==> src/design/octet_counter_rate_meter_defines.svh <==
// ----------------------------------------------------------------------------
// Octet counter rate meter assertion macros
// Shared concurrent assertion helpers for the rate meter.
// ----------------------------------------------------------------------------
`ifndef OCTET_COUNTER_RATE_METER_DEFINES_SVH
`define OCTET_COUNTER_RATE_METER_DEFINES_SVH

// Assertion sampled on the rising clock edge and held off during reset.
`define OCRM_ASSERT(lbl, prop, msg) \
  lbl: assert property (@(posedge clk_i) disable iff (!rst_ni) (prop)) else $error(msg);

// Implication form of the assertion above.
`define OCRM_ASSERT_IMPL(lbl, ante, cons, msg) \
  lbl: assert property (@(posedge clk_i) disable iff (!rst_ni) (ante) |-> (cons)) \
    else $error(msg);

`endif

==> src/design/ocrm_pkg.sv <==
// ----------------------------------------------------------------------------
// Octet counter rate meter package
// Types and constants shared by the front end, queue and back end.
// ----------------------------------------------------------------------------
package ocrm_pkg;

  localparam int unsigned RATE_W   = 38;
  localparam int unsigned AVG_W    = 46;
  localparam int unsigned TIME_W   = 48;
  localparam int unsigned OCT_W    = 64;
  localparam int unsigned DIVD_W   = 77;
  localparam int unsigned TAP_W    = 4;
  localparam int unsigned NUM_AVG  = 6;

  localparam logic [RATE_W-1:0] LIMIT_RESET = 38'd200000000000;

  // Register byte addresses.
  localparam logic [3:0] ADDR_LIMIT = 4'd0;
  localparam logic [3:0] ADDR_TAP   = 4'd8;

  typedef enum logic [1:0] {
    ST_FIRST = 2'd0,
    ST_BACK  = 2'd1,
    ST_SEED  = 2'd2,
    ST_AVG   = 2'd3
  } status_e;

  typedef enum logic [2:0] {
    B_IDLE,
    B_DIV_IN,
    B_DIV_OUT,
    B_AVG_MUL,
    B_AVG_ADD,
    B_EMIT
  } back_state_e;

  // One classified sample as handed from front to back.
  typedef struct packed {
    status_e             kind;
    logic [OCT_W-1:0]    d_in;
    logic [OCT_W-1:0]    d_out;
    logic [TIME_W-1:0]   dt;
  } entry_t;

  typedef struct packed {
    logic [RATE_W-1:0] in_rate;
    logic [RATE_W-1:0] out_rate;
    logic [RATE_W-1:0] in_avg_fast;
    logic [RATE_W-1:0] in_avg_mid;
    logic [RATE_W-1:0] in_avg_slow;
    logic [RATE_W-1:0] out_avg_fast;
    logic [RATE_W-1:0] out_avg_mid;
    logic [RATE_W-1:0] out_avg_slow;
    logic [RATE_W-1:0] in_hist;
    logic [RATE_W-1:0] out_hist;
    status_e           status;
  } result_t;

  // Q16 weight of the new rate for average slot idx (fast, mid, slow, repeated).
  function automatic logic [15:0] avg_weight(input logic [2:0] idx);
    logic [15:0] w;
    case (idx)
      3'd0, 3'd3: w = 16'd32768;
      3'd1, 3'd4: w = 16'd6554;
      3'd2, 3'd5: w = 16'd1311;
      default:    w = 16'd32768;
    endcase
    return w;
  endfunction

endpackage

==> src/design/ocrm_front.sv <==
// ----------------------------------------------------------------------------
// Rate meter front end
// Accepts samples, keeps the previous one and classifies each new sample.
// ----------------------------------------------------------------------------
module ocrm_front import ocrm_pkg::*; (
  input  logic              clk_i,
  input  logic              rst_ni,
  input  logic              in_valid_i,
  output logic              in_stall_o,
  input  logic [TIME_W-1:0] time_ms_i,
  input  logic [OCT_W-1:0]  in_octets_i,
  input  logic [OCT_W-1:0]  out_octets_i,
  input  logic              q_full_i,
  output logic              q_push_o,
  output entry_t            q_entry_o
);

  logic [OCT_W-1:0]  prev_in_q, prev_in_d;
  logic [OCT_W-1:0]  prev_out_q, prev_out_d;
  logic [TIME_W-1:0] prev_time_q, prev_time_d;
  logic              older_zero_q, older_zero_d;
  logic              first, went_back, forward;

  assign in_stall_o = q_full_i;
  assign q_push_o   = in_valid_i && !q_full_i;

  // Classify against the previous sample.
  always_comb begin
    first     = (prev_in_q == '0);
    went_back = (in_octets_i < prev_in_q) || (out_octets_i < prev_out_q);
    forward   = (time_ms_i >= prev_time_q);
    q_entry_o.d_in  = in_octets_i - prev_in_q;
    q_entry_o.d_out = out_octets_i - prev_out_q;
    q_entry_o.dt    = forward ? (time_ms_i - prev_time_q) : '0;
    if (first) begin
      q_entry_o.kind = ST_FIRST;
    end else if (went_back) begin
      q_entry_o.kind = ST_BACK;
    end else if (older_zero_q) begin
      q_entry_o.kind = ST_SEED;
    end else begin
      q_entry_o.kind = ST_AVG;
    end
    prev_in_d    = q_push_o ? in_octets_i : prev_in_q;
    prev_out_d   = q_push_o ? out_octets_i : prev_out_q;
    prev_time_d  = q_push_o ? time_ms_i : prev_time_q;
    older_zero_d = q_push_o ? first : older_zero_q;
  end

  // Previous sample registers.
  always_ff @(posedge clk_i or negedge rst_ni) begin
    if (!rst_ni) begin
      prev_in_q    <= '0;
      prev_out_q   <= '0;
      prev_time_q  <= '0;
      older_zero_q <= 1'b1;
    end else begin
      prev_in_q    <= prev_in_d;
      prev_out_q   <= prev_out_d;
      prev_time_q  <= prev_time_d;
      older_zero_q <= older_zero_d;
    end
  end

endmodule

==> config.mk <==
export PLATFORM = sky130hd
export DESIGN_NAME = ocrm_front
export DESIGN_NICKNAME = d
export VERILOG_FILES = /design/src/design/octet_counter_rate_meter_defines.svh /design/src/design/ocrm_pkg.sv /design/src/design/ocrm_front.sv
export SDC_FILE = /design/constraint.sdc
export NUM_CORES = 1
export LEC_CHECK = 0
export ABC_AREA = 1
export BUFFER_PORTS_ARGS = -buffer_cell sky130_fd_sc_hd__buf_2
export CAP_MARGIN = 30
export CORE_MARGIN = 3
export CORE_UTILIZATION = 40
export DETAILED_ROUTE_END_ITERATION = 10
export SETUP_SLACK_MARGIN = 0.5
export SYNTH_ARGS = -nofsm -noshare
export SYNTH_HDL_FRONTEND = slang
export SYNTH_SLANG_ARGS = --single-unit
==> constraint.sdc <==
create_clock -name clk_i -period 5.45 [get_ports clk_i]
set_input_delay 0.8175 -clock clk_i [delete_from_list [all_inputs] [get_ports clk_i]]
set_output_delay 0.8175 -clock clk_i [all_outputs]
set_load 0.02 [all_outputs]
# --- Word level (Yosys, flattened, before mapping) ---
# Cells that the tools add are included.
word_totals:
  register_bits: 177
  latch_bits: 0
  ramBits: 0
  rom_bits: 0
  inputBits: 180
  word_cells: 18
  n_memories: 0
classes:
  n_addsub: 3
  n_mul: 0
  n_div: 0
  magnitude_cmp: 3
  eq_ne: 0
  shifts: 0
  muxes: 4
  bitwise: 0
  n_reduce_logical: 4
op_table:
  columns: ["cell", "count"]
  rows:
  - ["$lt A64 B64 Y1", 2]
  - ["$sub A64 B64 Y64", 2]
  - ["$logic_not A64 Y1", 1]
  - ["$ge A48 B48 Y1", 1]
  - ["$mux W48", 1]
  - ["$sub A48 B48 Y48", 1]
  - ["$mux W2", 2]
  - ["$logic_and A1 B1 Y1", 1]
  - ["$logic_not A1 Y1", 1]
  - ["$logic_or A1 B1 Y1", 1]
  - ["$mux W1", 1]

# --- Logic depth before layout (Yosys ltp) ---
logic_depth:
  depth_word: 4
  depth_mapped: 17
  depth_no_buf: 17

# --- Worst setup path before layout ---
# OpenSTA, ideal clock, no wires.
synth_path:
  kind: "input to output"
  from: "input port in_octets_i[0]"
  to: "output port q_entry_o[146] in the netlist's numbering"
  arrival_time_ns: 2.603
  setup_slack_ns: 2.030
  path_stages: 15
  n_path_buf: 0
  cell_sequence: "inv_1 ha_1 fa_1 inv_1 nand3_1 nand2_1 nand2_1 nand2_1 nand2_1 nand2_1 nand2_1 nand2_1 nand2_1 nand2_1 xor2_1"
synth_lines:
  columns: ["element", "line_no", "text"]
  rows:
  - ["start: declaration", "ocrm_front.sv:11", "input logic [OCT_W-1:0] in_octets_i,"]
  - ["end: declaration", "ocrm_front.sv:15", "output entry_t q_entry_o"]

==> metrics <==
status complete, no violations; first-pass GRT wire length 118000 µm; CORE AREA 50800 µm²; CTS Buffer Depth 2; Post-synth EDFFs 0; VDD IR max 0.272 mV; hold buffer count at CTS 0; TritonCTS clock tree built; drt total wl 76600 µm; FF-to-FF path depth 5; Synth warnings 0; Max-Cap Viols 0; drt via density 4.93; fillcell total 5683; number of global-route vias before repair 22.0k; period utilization 75.7%; Initial Utilization 41.0%; Overflow after GRT 0; Syn Area/Cell 5.73 µm²; largest net degree at the start of global routing 189; worst hold path type in -> async; Placer Congestion 0.969; most frequent cell after synthesis nand2_1; input/output buffers 359; share of layout cells above drive strength 1 11.2%; Detailed Place HPWL 66100 µm; CTS buffer count 17; synth top area cells nand2_1 21%, dfrtp_1 21%, inv_1 13%; Least-Margin Pin Slew 0.752 ns; Die Ht 234 µm; layout net count 4334; H-tree levels 4; Multi-input gate area 13600 µm²; Final min period 4.13 ns; Setup crit end q_entry_o[156]; Synth area leader nand2_1; synthesis-to-finish area growth 15.4%; Synth Flop Type dfrtp_1; initial antenna violation count 9; area occupied by registers 4430 µm²; slack of the worst reg-to-reg path 3.63 ns; row count 82; post-synthesis cell type count 35; RSZ-0062 raised after global routing no; # Post-CTS Setup Buffers 0; Total Routing Usage GR 27.7%; post-route setup TNS 0 ns; Avg WL per Cell 16.4 µm; Power Density 307 nW/µm²; antenna-violating nets left 0; crit path DAT 3.31 ns; f_max 242 MHz; Worst setup SP type primary input; Sink Count 177; CTS root buffer clkbuf_16; worst r2r src prev_in_q[7]; DIE AREA 54800 µm²; chip width 234 µm; Critical Path RT 4.63 ns; post-synthesis register bit count 177; drc violations 0; Via Count 23.0k; Setup violations, final 0; Syn Std Cell Area 20800 µm²; CTS-repair resized insts 0; Critical Path Fanout Max 3; CTS clk-pin slew, worst paths 0.07 ns; CP endpoint kind primary output; synth cell count leaders 1178 x nand2_1, 695 x inv_1, 410 x nor2_1; io pins 360; R2R Path End older_zero_q; async set or reset register ratio after synthesis 100%; Fin. Hold Viols 0; critical path type in -> out; net count after synthesis 3993; Leakage Power 0.0132 µW; Clock Skews 0.00938 ns; Syn Inst Count 3634; crit path from in_octets_i[0]; final core occ 47.3%; Synth top area share 21.2%; DRT iter0 DRCs 1516; Slew Limit Fails 0; Slew headroom 49.5%; TritonRoute pass-1 iters 6; Worst-Skew Late Latency 0.50 ns; Seq/Total Area, Yosys 21.3%
==> critical path: stages <==
cell and delay [ns]:
buf_2 0.09, inv_1 0.05, ha_1 0.22, fa_1 0.40, inv_1 0.07, nand3_1 0.06
nand2_1 0.14, nand2_1 0.07, nand2_1 0.13, a21oi_1 0.13, o21ai_1 0.62, nand2_1 0.15
nand2_1 0.09, nand2_1 0.05, nand2_1 0.05, buf_2 0.16
==> state kept, by name, summed over array words and instances, names as in the netlist <==
register	count
older_zero_q	1
prev_in_q	64
prev_out_q	64
prev_time_q	48
==> cell type report <==
type	count	area share (%)
Antenna cell	6	0.0625
Clock buffer	18	1.83
Clock inverter	13	0.916
Inverter	697	10.9
Multi-Input combinational cell	2717	56.6
Sequential cell	177	18.4
Tap cell	672	3.50
Timing Repair Buffer	365	7.80
==> power breakdown <==
part           switching (µW)  total (µW)  leakage, µW  internal, µW
sequential               61.4        1540      0.00217          1480
clock                     612        1440     0.000316           832
combinational            3060        4400       0.0107          1350
total                    3730        7390       0.0132          3660
==> stage by stage <==
stage                     hold slack, ns  instance area, µm²  setup slack (ns)  power (µW)  cells
after floorplan                    0.457               20800              2.03        4440   3634
after global placement             0.486               23400              1.39        5940   4628
after detailed placement           0.490               23400              1.36        5940   4628
after CTS                          0.381               24000              1.35        7420   4659
after global routing               0.424               24000              1.11        7960   4660
final                              0.389               24000              1.32        7390   4665
==> routing by layer <==
| metal | global-route usage [%] | routed length, µm |
|---|---|---|
| met2 | 46.8 | 35300 |
| met4 | 9.22 | 2120 |
| met5 | 0 | 76 |
| met3 | 3.91 | 4580 |
| met1 | 36.4 | 34500 |
==> cell usage in the layout, fill, tap and decap left out, drive strengths merged, types with 73 or more instances in the layout <==
cell type	netlist	final
dfrtp	176	176
xor2	73	73
buf	5	364
ha	176	176
nor2	419	419
inv	697	703
nand3	158	158
o21ai	292	292
nand2	1185	1185
a21oi	243	243
==> worst min-delay path by stage <==
stage / to / slack (ns) / cells past startpoint
2_1_floorplan: prev_out_q[0] / 0.46 / 2
4_1_cts: prev_in_q[16] / 0.38 / 1
6_report: prev_in_q[16] / 0.39 / 1
3_3_place_gp: prev_time_q[0] / 0.49 / 2
3_5_place_dp: prev_time_q[0] / 0.49 / 2
5_1_grt: prev_in_q[13] / 0.42 / 1
==> cell families (layout without fill, tap and decap cells) <==
group | Yosys count | in the layout | synth area share, %
and+or+nand+nor | 1871 | 1871 | 36.2
buffers and inverters | 740 | 1093 | 13.5
AOI/OAI and AO/OA | 587 | 587 | 14.8
adders and majority gates | 179 | 179 | 10.9
DFF | 177 | 177 | 21.3
xor gates and xnor gates | 80 | 80 | 3.36
other | 0 | 6 | 0
Power figures use the tool's default switching activity.
