--- src/design/octet_counter_rate_meter_defines.svh ---
// ----------------------------------------------------------------------------
// Octet counter rate meter assertion macros
// Shared concurrent assertion helpers for the rate meter.
// ----------------------------------------------------------------------------
`ifndef OCTET_COUNTER_RATE_METER_DEFINES_SVH
`define OCTET_COUNTER_RATE_METER_DEFINES_SVH

// Assertion sampled on the rising clock edge and held off during reset.
`define OCRM_ASSERT(lbl, prop, msg) \
  lbl: assert property (@(posedge clk_i) disable iff (!rst_ni) (prop)) else $error(msg);

// Implication form of the assertion above.
`define OCRM_ASSERT_IMPL(lbl, ante, cons, msg) \
  lbl: assert property (@(posedge clk_i) disable iff (!rst_ni) (ante) |-> (cons)) \
    else $error(msg);

`endif

--- src/design/ocrm_pkg.sv ---
// ----------------------------------------------------------------------------
// Octet counter rate meter package
// Types and constants shared by the front end, queue and back end.
// ----------------------------------------------------------------------------
package ocrm_pkg;

  localparam int unsigned RATE_W   = 38;
  localparam int unsigned AVG_W    = 46;
  localparam int unsigned TIME_W   = 48;
  localparam int unsigned OCT_W    = 64;
  localparam int unsigned DIVD_W   = 77;
  localparam int unsigned TAP_W    = 4;
  localparam int unsigned NUM_AVG  = 6;

  localparam logic [RATE_W-1:0] LIMIT_RESET = 38'd200000000000;

  // Register byte addresses.
  localparam logic [3:0] ADDR_LIMIT = 4'd0;
  localparam logic [3:0] ADDR_TAP   = 4'd8;

  typedef enum logic [1:0] {
    ST_FIRST = 2'd0,
    ST_BACK  = 2'd1,
    ST_SEED  = 2'd2,
    ST_AVG   = 2'd3
  } status_e;

  typedef enum logic [2:0] {
    B_IDLE,
    B_DIV_IN,
    B_DIV_OUT,
    B_AVG_MUL,
    B_AVG_ADD,
    B_EMIT
  } back_state_e;

  // One classified sample as handed from front to back.
  typedef struct packed {
    status_e             kind;
    logic [OCT_W-1:0]    d_in;
    logic [OCT_W-1:0]    d_out;
    logic [TIME_W-1:0]   dt;
  } entry_t;

  typedef struct packed {
    logic [RATE_W-1:0] in_rate;
    logic [RATE_W-1:0] out_rate;
    logic [RATE_W-1:0] in_avg_fast;
    logic [RATE_W-1:0] in_avg_mid;
    logic [RATE_W-1:0] in_avg_slow;
    logic [RATE_W-1:0] out_avg_fast;
    logic [RATE_W-1:0] out_avg_mid;
    logic [RATE_W-1:0] out_avg_slow;
    logic [RATE_W-1:0] in_hist;
    logic [RATE_W-1:0] out_hist;
    status_e           status;
  } result_t;

  // Q16 weight of the new rate for average slot idx (fast, mid, slow, repeated).
  function automatic logic [15:0] avg_weight(input logic [2:0] idx);
    logic [15:0] w;
    case (idx)
      3'd0, 3'd3: w = 16'd32768;
      3'd1, 3'd4: w = 16'd6554;
      3'd2, 3'd5: w = 16'd1311;
      default:    w = 16'd32768;
    endcase
    return w;
  endfunction

endpackage

--- src/design/ocrm_queue.sv ---
// ----------------------------------------------------------------------------
// Rate meter sample queue
// Two-entry queue between the front end and the back end.
// ----------------------------------------------------------------------------
module ocrm_queue import ocrm_pkg::*; (
  input  logic   clk_i,
  input  logic   rst_ni,
  input  logic   push_i,
  input  entry_t entry_i,
  output logic   full_o,
  input  logic   pop_i,
  output logic   empty_o,
  output entry_t entry_o
);

  entry_t     mem_q [2];
  logic       wr_ptr_q, rd_ptr_q;
  logic [1:0] count_q;

  assign full_o  = (count_q == 2'd2);
  assign empty_o = (count_q == 2'd0);
  assign entry_o = mem_q[rd_ptr_q];

  // Storage write.
  always_ff @(posedge clk_i) begin
    if (push_i) begin
      mem_q[wr_ptr_q] <= entry_i;
    end
  end

  // Pointers and fill count.
  always_ff @(posedge clk_i or negedge rst_ni) begin
    if (!rst_ni) begin
      wr_ptr_q <= 1'b0;
      rd_ptr_q <= 1'b0;
      count_q  <= 2'd0;
    end else begin
      if (push_i) wr_ptr_q <= ~wr_ptr_q;
      if (pop_i)  rd_ptr_q <= ~rd_ptr_q;
      count_q <= count_q + {1'b0, push_i} - {1'b0, pop_i};
    end
  end

endmodule

--- config.mk ---
export PLATFORM = sky130hd
export DESIGN_NAME = ocrm_queue
export DESIGN_NICKNAME = d
export VERILOG_FILES = /design/src/design/octet_counter_rate_meter_defines.svh /design/src/design/ocrm_pkg.sv /design/src/design/ocrm_queue.sv
export SDC_FILE = /design/constraint.sdc
export NUM_CORES = 1
export LEC_CHECK = 0
export BUFFER_PORTS_ARGS = -buffer_cell sky130_fd_sc_hd__buf_2
export CORE_MARGIN = 10
export CORE_UTILIZATION = 54
export CTS_BUF_LIST = sky130_fd_sc_hd__clkbuf_2 sky130_fd_sc_hd__clkbuf_4 sky130_fd_sc_hd__clkbuf_8
export DETAILED_ROUTE_END_ITERATION = 6
export GPL_ROUTABILITY_DRIVEN = 0
export PLACE_DENSITY_LB_ADDON = 0.3
export SLEW_MARGIN = 10
export SYNTH_ARGS = -nofsm -noshare
export SYNTH_HDL_FRONTEND = slang
export SYNTH_SLANG_ARGS = --single-unit
export TNS_END_PERCENT = 5
--- constraint.sdc ---
create_clock -name clk_i -period 10.2 [get_ports clk_i]
set_input_delay 0.51 -clock clk_i [delete_from_list [all_inputs] [get_ports clk_i]]
set_output_delay 0.51 -clock clk_i [all_outputs]
set_load 0.01 [all_outputs]
Yosys cells after proc, flatten, opt, wreduce, memory -nomap -nowiden
Memories as Yosys holds them, arrays and structs flattened.
Index checks and enable logic that the tools add are counted.
{"block": "classes", "bitwise": 2, "muxes": 2, "n_reduce_logical": 1, "addsub": 2, "n_eq_ne": 1}
{"cell": "2-bit by 1-bit adder with 2-bit output", "n": 1}
{"cell": "2-bit equality test, second input constant", "n": 1}
{"cell": "2-bit zero test", "n": 1}
{"cell": "1-bit two-way mux", "n": 2}
{"cell": "1-bit NOT", "n": 2}
{"cell": "2-bit by 1-bit subtractor with 2-bit output", "n": 1}
{"block": "word_totals", "inputBits": 182, "out_inout_bits": 180, "mem_bits_rw": 356, "ff_bits": 4, "n_memories": 1}
{"memory": "mem_q", "depth": 2, "width": 178, "rd": 1, "rd_clocked_by_memory_dff": 0, "wr": 1, "line": "ocrm_queue.sv:16", "source": "entry_t mem_q [2];"}

Depth between registers and ports, before layout
{"block": "depth", "ltp_word": 2, "mapped_depth": 5, "ltp_nobuf": 5}

Worst setup path before layout
OpenSTA, ideal clock, no wires.
{"block": "synth_timing", "path_type": "register -> register", "from": "register wr_ptr_q", "to": "memory mem_q[0][0] (netlist name), enable pin", "required_ns": 9.460, "arrival_ns": 8.254, "stages_incl_launch_ff": 2, "synth_period_minus_slack_ns": 8.994, "setup_slack_ns": 1.206, "cell_sequence": "dfrtp_1 -> nor2b_1"}
{"element": "from (decl)", "line": "ocrm_queue.sv:17", "source": "logic wr_ptr_q, rd_ptr_q;"}
{"element": "from (signal assigned)", "line": "ocrm_queue.sv:38", "source": "if (push_i) wr_ptr_q <= ~wr_ptr_q;"}
{"element": "to (decl)", "line": "ocrm_queue.sv:16"}
Straight into the memory's write port.

==> out/results.ini <==
[critical_path]
critPathLaunch = rd_ptr_q
crit_arrival_ns = 3.16
cp_top_family = buffers and inverters
critPathKind = reg -> out
total_buffers_and_inverters_traversed_by_the_critical_path = 2
worst_setup_path_end_kind = output pin
cpPeakStageDelay_ns = 1.03
crit_slowest_cell = dfrtp_4
startpoint_type = register
cp_cell_sequence = buf_4, mux2_2, buf_2
worst-endpoint-required_ns = 9.69
r2r_start = wr_ptr_q
critical_path.max_fanout = 59

[synth]
synth_largest_area_cell = edfxtp_1
synthesis.area_um2 = 13500
syn_nets = 753
dominantRegCellSynth = edfxtp_1
synth-async-reset-ratio_pct = 1.11
gate_count_of_the_mapped_netlist = 569
synth_top_area_share_pct = 79.5
synthesis.area_per_instance_um2 = 23.6
post-synth-top-count-cell = edfxtp_1
ys_seq_area_share_pct = 80.2
yosys_warnings = 0
post_synth_edffs = 356
synthTopCellsByCount = 356 x edfxtp_1, 100 x mux2_4, 78 x mux2_2
number_of_storage_elements_in_the_synthesis_netlist = 360
synth_cell_type_count = 13
main_area_contributors_after_synthesis = edfxtp_1 79%, mux2_4 11%, mux2_2 6.5%

[timing]
setup_total_neg_slack_ns = 0
fin_crit_sh_pct = 35.9
setup_repair_after_global_routing_missed_its_margin = no
fin_skew_ns = 0.0197
setup-violations-final = 0
max_freq_mhz = 273
worst_pin_slew_ns = 1.08
finalHoldViolations = 0
layout_min_cycle_time_ns = 3.67
final-max-slew-violation-count = 0
hold_slack_ns = 0.139
max_slew_margin_pct = 28.1
layout_setup_ws_ns = 6.53

[clock_network]
cts_buf_count = 53
htree_levels = 2
clkSinkCount = 360
ctsLongestPathBuffers = 3
clk-insertion-delay-late_ns = 0.55
post_cts_resized = 0
clock_tree.root_cell = clkbuf_8
clk_transition_reported_paths_ns = 0.07
cts_tree = yes
cts_setup_buffers = 0

[flow_run]
maximum_capacitance_violations = 0

[routing]
first_iter_violations = 479
drt_drc_violations_left = 0
finalWirelength_mm = 28.4
wl_per_cell_um = 21.3
num_vias = 6774
detailedRoute.firstPassIterationCount = 5
final_antenna_net_count = 0
route.detailed.vias_per_inst = 5.07

[pwr]
worst_ir_drop_vdd_mv = 0.330
cellLeakagePower_nw = 6.57
post-layout-total-power_w = 0.00454
pwr_density_cell_nw_per_um2 = 274

[finish]
area_growth_syn_to_layout_pct = 23.1
final_util_pct = 67.9
nNetsFinal = 1156
share_of_final_layout_standard_cells_stronger_than_drive_strength_1_pct = 62.4
area.sequential_um2 = 10800
multiInputGateArea_um2 = 2480
layout.filler_cells = 1641

[global_route]
grt_antenna_before_repair = 6
global_route_wire_length_before_repair_mm = 41.4
maximum_number_of_pins_on_one_net_before_global_route_repair = 79
globalRoute.totalOverflow = 0
global_route.usage.total_pct = 17.2
first_global_vias = 7366

[hold_path]
hold_path.class = in -> reg
min-delay-start = entry_i[83]

[floorplan]
floorplan.initialDensity_pct = 55.2
die_ht_um = 178
chipWidth_um = 178
dieArea_um2 = 31600
boundaryPins = 362
core_area_um2 = 24400
cell_row_count = 57

[run_status]
status = finished, final reports clean

[placement]
post-place-ws_ns = 6.85
hpwl_mm = 20.4
numPortBuffers = 361

## timing repair
action                                 CTS  global route
setup endpoints to repair                0             0
hold buffers                             1             0
endpoints found under the hold margin    4             0
## sequential cells by signal (all words and copies together), names as in the netlist
signal    count
wr_ptr_q      1
mem_q       356
count_q       2
rd_ptr_q      1
## stage by stage
| stage | instance area, um^2 | cells |
|---|---|---|
| after detailed placement | 15500 | 1240 |
| after global routing | 16600 | 1336 |
| final | 16600 | 1337 |
| after floorplan | 13500 | 569 |
| after CTS | 16600 | 1336 |
| after global placement | 15500 | 1240 |
## metal layers
metal / part of all wire (%) / up-vias / track usage, %
li1: - / 3090 / -
met1: 37 / 3293 / 19.5
met2: 49 / 329 / 28.5
met3: 11 / 54 / 7.88
met4: 2.1 / 8 / 5.35
met5: 0.15 / - / 0
## worst paths after layout
check | endpoint | slack [ns] | depth (start not counted)
max reg2reg | mem_q[1][96] | 7.09 | 3
min in group asynchronous | wr_ptr_q | 0.32 | 2
max | entry_o[30] | 6.53 | 3
min reg2reg | wr_ptr_q | 0.56 | 1
max in group asynchronous | rd_ptr_q | 9.74 | 2
min | mem_q[1][83] | 0.14 | 1
## final cells by class
cell class	instances	share of cell area [%]
Clock buffer	81	5.75
Inverter	2	0.0453
Tap cell	324	2.45
Clock inverter	14	0.348
Timing Repair Buffer	368	11.2
Sequential cell	360	65.2
Antenna cell	1	0.0151
Multi-Input combinational cell	187	15.0
## cell usage in the layout (no fill, tap or decap)
| cell | n |
|---|---|
| mux2_2 | 78 |
| clkbuf_4 | 26 |
| and2_4 | 1 |
| nor2_1 | 1 |
| clkinv_1 | 12 |
| clkinv_2 | 1 |
| diode_2 | 1 |
| buf_2 | 361 |
| clkinvlp_4 | 1 |
| mux2_4 | 100 |
| clkbuf_8 | 55 |
| xor3_1 | 1 |
| nor2b_1 | 1 |
| dlygate4sd3_1 | 1 |
| edfxtp_1 | 356 |
| buf_4 | 6 |
| dfrtp_4 | 1 |
| nor2b_4 | 1 |
| dfrtp_1 | 3 |
| ha_1 | 2 |
| xor2_1 | 2 |
| inv_1 | 2 |
## worst reg2reg max path, cell delays in order (launching register included)
cell     delay [ns]
dfrtp_1        0.42
and2_4         0.41
buf_4          0.86
buf_4          0.92
## power breakdown
part | internal (W) | switching (W) | total [W]
clock | 0.000591 | 0.000491 | 0.00108
combinational | 0.000679 | 0.000700 | 0.00138
sequential | 0.00197 | 0.000116 | 0.00208
## kinds of logic after synthesis
group,synth area share (%)
multiplexers,17.7
buffers and inverters,1.45
XOR/XNOR,0.307
flip-flops,80.2
adder cells (fa/ha/maj),0.186
AND/OR/NAND/NOR,0.167
(Power assumes the default switching activity.)
